[config.mk]
export PLATFORM = sky130hd
export DESIGN_NAME = ssm_mac
export DESIGN_NICKNAME = d
export VERILOG_FILES = /design/src/ssm_pkg.sv /design/src/ssm_mac.sv
export SDC_FILE = /design/constraint.sdc
export NUM_CORES = 2
export LEC_CHECK = 0
export BUFFER_PORTS_ARGS = -buffer_cell sky130_fd_sc_hd__buf_2
export CORE_AREA = 2 2 488 248
export CTS_CLUSTER_DIAMETER = 60
export CTS_CLUSTER_SIZE = 10
export DETAILED_ROUTE_END_ITERATION = 10
export DIE_AREA = 0 0 490 250
export GPL_TIMING_DRIVEN = 0
export SYNTH_ARGS = -nofsm -noshare
export SYNTH_HDL_FRONTEND = slang
export SYNTH_SLANG_ARGS = --single-unit
[constraint.sdc]
create_clock -name clk -period 12.2 [get_ports clk]
set_clock_uncertainty 0.2 [all_clocks]
set_input_delay 2.44 -clock clk [delete_from_list [all_inputs] [get_ports clk]]
set_output_delay 2.44 -clock clk [all_outputs]
set_load 0.005 [all_outputs]
[src/ssm_pkg.sv]
// Shared types and constants for the symmetric sparse matrix-vector multiplier.
`timescale 1ns / 1ps
package ssm_pkg;

	localparam int MAX_SIZE    = 1024;
	localparam int POS_W       = $clog2(MAX_SIZE);
	localparam int INDEX_W     = 11;
	localparam int VALUE_W     = 32;
	localparam int ACC_W       = 64;
	localparam int SIZE_W      = 11;
	localparam int IN_DATA_W   = 56;
	localparam int VAL_LSB     = 2 * INDEX_W;

	typedef enum logic [1:0] {
		REQ_LOAD  = 2'd0,
		REQ_ENTRY = 2'd1,
		REQ_READ  = 2'd2,
		REQ_NONE  = 2'd3
	} req_t;

	typedef enum logic [1:0] {
		STAT_OK   = 2'd0,
		STAT_BAD  = 2'd1,
		STAT_SAT  = 2'd2,
		STAT_RSVD = 2'd3
	} status_t;

	typedef enum logic {
		REG_MATRIX_SIZE = 1'b0,
		REG_INDEX_BASE  = 1'b1
	} cfg_reg_t;

endpackage

[src/ssm_mac.sv]
// Shared multiplier with registered product and saturating 64-bit accumulate.
`timescale 1ns / 1ps
module ssm_mac (
	input  logic                                clk,
	input  logic                                mul_en,
	input  logic signed [ssm_pkg::VALUE_W-1:0]  mul_a,
	input  logic signed [ssm_pkg::VALUE_W-1:0]  mul_b,
	input  logic signed [ssm_pkg::ACC_W-1:0]    acc_in,
	output logic signed [ssm_pkg::ACC_W-1:0]    sum,
	output logic                                sat
);

	logic signed [ssm_pkg::ACC_W-1:0] prod_q;
	logic signed [ssm_pkg::ACC_W-1:0] raw_sum;
	logic                             ovf;

	always_ff @(posedge clk) begin
		if (mul_en) begin
			prod_q <= ssm_pkg::ACC_W'(mul_a * mul_b);
		end
	end

	always_comb begin
		raw_sum = acc_in + prod_q;
		ovf     = (acc_in[ssm_pkg::ACC_W-1] == prod_q[ssm_pkg::ACC_W-1]) &&
		          (raw_sum[ssm_pkg::ACC_W-1] != acc_in[ssm_pkg::ACC_W-1]);
		sat     = ovf;
		if (ovf) begin
			sum = acc_in[ssm_pkg::ACC_W-1] ? {1'b1, {(ssm_pkg::ACC_W-1){1'b0}}}
			                               : {1'b0, {(ssm_pkg::ACC_W-1){1'b1}}};
		end else begin
			sum = raw_sum;
		end
	end

endmodule

* Word level (Yosys, flattened, before mapping)
Cells that the tools add are included.
** Word-level totals
- Register bits after elaboration :: 64
- Input bits :: 130
- Output and inout bits :: 65
** Cells by class
- $mul :: 1
- Add/subtract/negate cells :: 1
- Eq/ne operators :: 2
- Reductions and logical operators :: 1
- Multiplexer cells :: 2
** Operators by type and width (count)
- two-way mux 64 bit :: 2
- adder 64 bit :: 1
- multiplier 32 x 32 -> 64 bit :: 1
- == test 1 bit :: 1
- logical AND 1 bit :: 1
- != test 1 bit :: 1

* Logic depth before layout (Yosys ltp)
- Word-level depth :: 4
- Mapped depth :: 30

* Least setup slack after synthesis
Ideal clock, no wire load.
- Path kind :: input port to flip-flop
- Start :: input mul_b[2] (netlist bit)
- End :: register prod_q[59] (netlist bit) (data pin)
- Library setup time :: 258 ps
- Slack :: 2019 ps
- Arrival time :: 9723 ps
- Stages :: 26
- Path through :: clkbuf_1 nand2_1 inv_1 fa_1 inv_1 fa_1 inv_1 fa_1 fa_1 inv_1 fa_1 inv_1 fa_1 fa_1 fa_1 ha_1 clkbuf_1 a21o_1 a21o_1 a21o_1 nor2b_1 a31oi_1 a211oi_1 o21ai_0 a21oi_1 xnor2_1
** On the way
- Longest elaborated chain between the ends :: 1
** Ends and longest elaborated chain
- from (decl) :: RTL line ssm_mac.sv:7 : input logic signed [ssm_pkg::VALUE_W-1:0] mul_b,
- multiplier 32 x 32 -> 64 bit :: RTL line ssm_mac.sv:19 : prod_q <= ssm_pkg::ACC_W'(mul_a * mul_b);
- to (signal assigned) :: RTL line ssm_mac.sv:19
- to (decl) :: RTL line ssm_mac.sv:13 : logic signed [ssm_pkg::ACC_W-1:0] prod_q;
Every way passes these cells.
A chain may end at the register's enable or synchronous reset.

* Final worst setup path
- Start :: input mul_b[10] (netlist bit)
- End :: register prod_q[62] (netlist bit) (data pin)
The elaborated chain is that of the path after synthesis.

==> flow_summary.json <==
{
  "drive_gt1_frac": 0.06648,
  "synth_top_area_frac": 0.5141,
  "fin_area_sq_mm": 0.04557,
  "relSlewSlack": -0.04356,
  "hold_class": "input port to flip-flop",
  "top_register": "prod_q",
  "placed_area_sq_mm": 0.04518,
  "cts_tree": "done",
  "ys_ff_latch": 64,
  "grt_pass1_wl_um": 244400,
  "cts.clk_slew.worst_paths_ns": 0.05,
  "synth-seq-area-share": 0.04557,
  "yosys_warnings": 0,
  "ant_nets": 0,
  "routed_wl_um": 171400,
  "max_freq_ghz": 0.08303,
  "grt-ovfl-total": 0,
  "topRoutingLayerUsed": "met5",
  "min_from": "mul_en",
  "violations": "max-capacitance violations, max-slew violations",
  "post_cts_buffers": 0,
  "worstPathCellList": "buf_2 -> clkbuf_1 -> nand2_1 -> fa_1 -> fa_1 -> fa_1 -> inv_1 -> fa_1 -> fa_1 -> fa_1 -> inv_1 -> fa_1 -> inv_1 -> fa_1 -> ha_1 -> clkbuf_1 -> nand3_1 -> nor2_1 -> nand2_1 -> a211oi_1 -> nor2_1 -> nand2_1 -> a311oi_1 -> xnor2_1",
  "layout_min_cycle_time_ns": 12.04,
  "synthFlopType": "edfxtp_1",
  "start_util": 0.3550,
  "htree_levels": 3,
  "core_sq_mm": 0.1188,
  "async_flop_share": 0,
  "die_area_sq_mm": 0.1225,
  "worstPathRequired_ns": 12.09,
  "core.rowCount": 90,
  "min_to": "prod_q[52]",
  "drt_iter0_markers": 3547,
  "avgSynthCellArea_sq_um": 9.344,
  "cp_max_fo": 10,
  "synth_area_sq_mm": 0.04217,
  "wl_per_cell_um": 26.99,
  "setup_viol": 0,
  "endpoint_kind": "flip-flop",
  "yosysUniqueCellTypes": 66,
  "largest_reg_flops": 64,
  "place.gp.congestion": 1.055,
  "numCtsBuffers": 9,
  "dr_wl_met2_um": 62300,
  "start_kind": "input port",
  "routed-via-count": 32960,
  "antenna_found_initial": 44,
  "grt_max_degree": 41,
  "syn_nets": 5973,
  "vias_per_cell": 5.192,
  "timing.hold.ws_ns": 2.441,
  "clockBufferDepth": 2,
  "io_pins": 195,
  "wl_met1_um": 76940,
  "hold_viol": 0,
  "n_fill_cell": 12130,
  "dr.pass1.iters": 8,
  "die_x_um": 490,
  "grt_pass1_vias": 33170,
  "finalCritPeriodShare": 0.9872,
  "finalMaxSlewViolations": 57,
  "hold_depth": 1,
  "die_y_um": 250,
  "track_usage": 0.2824,
  "path_common_cell": "fa_1",
  "reg_top3": "prod_q x64",
  "portBuffers": 194,
  "worst_pin_slew_ns": 1.565,
  "outcome": "finished with violations",
  "drv_cap": 5,
  "crit_slowest_cell": "fa_1",
  "wl_met3_um": 29630,
  "cts_resized": 0,
  "syn_inst": 4513,
  "ctsHoldBuffers": 0,
  "nets": 6178,
  "drc_errors": 0,
  "synthTopCellsByArea": "fa_1 (51%), inv_1 (8.9%), and2_1 (7.6%)",
  "arrival_ns": 11.93,
  "cts-root-buf": "clkbuf_16",
  "yosys.area.top_type": "fa_1",
  "slowest_delay_ns": 1.20,
  "path_class": "input port to flip-flop",
  "clock-sinks": 64,
  "synth-edff-count": 64,
  "syn_to_final_growth_pct": 8.052,
  "hpwlAfterDp_um": 149200
}
-- critical path, delay by kind of cell --
kind,cells,cell delay [ns]
adders and majority gates,9,5.28
buffers and inverters,6,2.14
and+or+nand+nor,6,0.97
AOI/OAI and AO/OA,2,0.64
xor gates and xnor gates,1,0.41
-- area by class of cell --
type | count | area, sq um | share of cell area
inverters | 1003 | 3765 | 0.08262
flip-flops and latches | 64 | 1922 | 0.04218
clock inverters | 6 | 83.83 | 0.001840
clock buffers | 10 | 229.0 | 0.005025
plain buffers | 230 | 960.9 | 0.02109
diodes | 16 | 40.04 | 0.0008787
repair buffers | 195 | 991.0 | 0.02175
multi-input cells | 3215 | 35560 | 0.7804
well taps | 1610 | 2014 | 0.04421
-- Yosys cell counts, drive strengths merged, types with 2 or more instances --
library cell  number
nor2              67
o211a              2
inv             1003
a21o              78
o21bai            22
nand2b            28
or3                4
o21a              14
nand2            574
fa              1083
and3              21
nor4               6
ha               247
a211o              4
and2             511
o22ai              2
a21oi            132
buf               15
a31o               6
a221oi             4
a41oi              4
nor3              19
o41ai              3
nor2b             18
xnor2             79
o31ai             13
o211ai             3
a211oi            15
clkbuf           216
a221o              2
nand4             20
edfxtp            64
and4               4
xor2              49
a21boi             4
a31oi             18
o21ai            123
nand3             22
-- cell usage in the layout, fill, tap and decap left out, drive strengths merged, types with 78 or more instances in the layout --
cell type	instances
fa	1083
inv	1003
nand2	574
and2	511
ha	247
clkbuf	222
buf	210
a21oi	132
o21ai	123
xnor2	79
a21o	78
-- through the flow --
stage / setup TNS (ns) / setup WS, ns / cells / utilization
2_1_floorplan: 0 / 2.019 / 4513 / -
3_3_place_gp: -1.458 / -0.5403 / 6317 / 0.3801
3_5_place_dp: -1.096 / -0.4346 / 6318 / 0.3803
4_1_cts: 0 / 0.004222 / 6333 / 0.3829
5_1_grt: -0.08165 / -0.04844 / 6340 / 0.3834
6_report: 0 / 0.1562 / 6349 / 0.3835
-- metal layers --
| metal | up-vias | global-route usage |
|---|---|---|
| met1 | 17000 | 0.4254 |
| met2 | 1951 | 0.3499 |
| met3 | 141 | 0.1593 |
| li1 | 13860 | - |
| met4 | 14 | 0.03167 |
| met5 | - | 0 |
-- cell families after synthesis --
group	after synthesis	share of synthesized area
adder cells (fa/ha/maj)	1331	0.5876
buffers and inverters	1234	0.1114
XOR/XNOR	128	0.02658
multiplexers	1	0.0002670
flip-flops	64	0.04557
AO/OA/AOI/OAI	458	0.07474
AND/OR/NAND/NOR	1297	0.1538
-- worst max path at each step --
stage	start	to	slack, ns	cells past startpoint
2_1_floorplan	mul_b[2]	prod_q[59]	2.02	26
3_3_place_gp	mul_a[31]	prod_q[63]	-0.54	27
3_5_place_dp	mul_b[5]	prod_q[63]	-0.43	27
4_1_cts	mul_a[31]	prod_q[63]	0.004	27
5_1_grt	mul_a[10]	prod_q[62]	-0.05	28
6_report	mul_b[10]	prod_q[62]	0.16	24
Power is left out: the tool's default activity adds up to more than one toggle a clock period on the data nets, which glitch-free logic cannot reach.
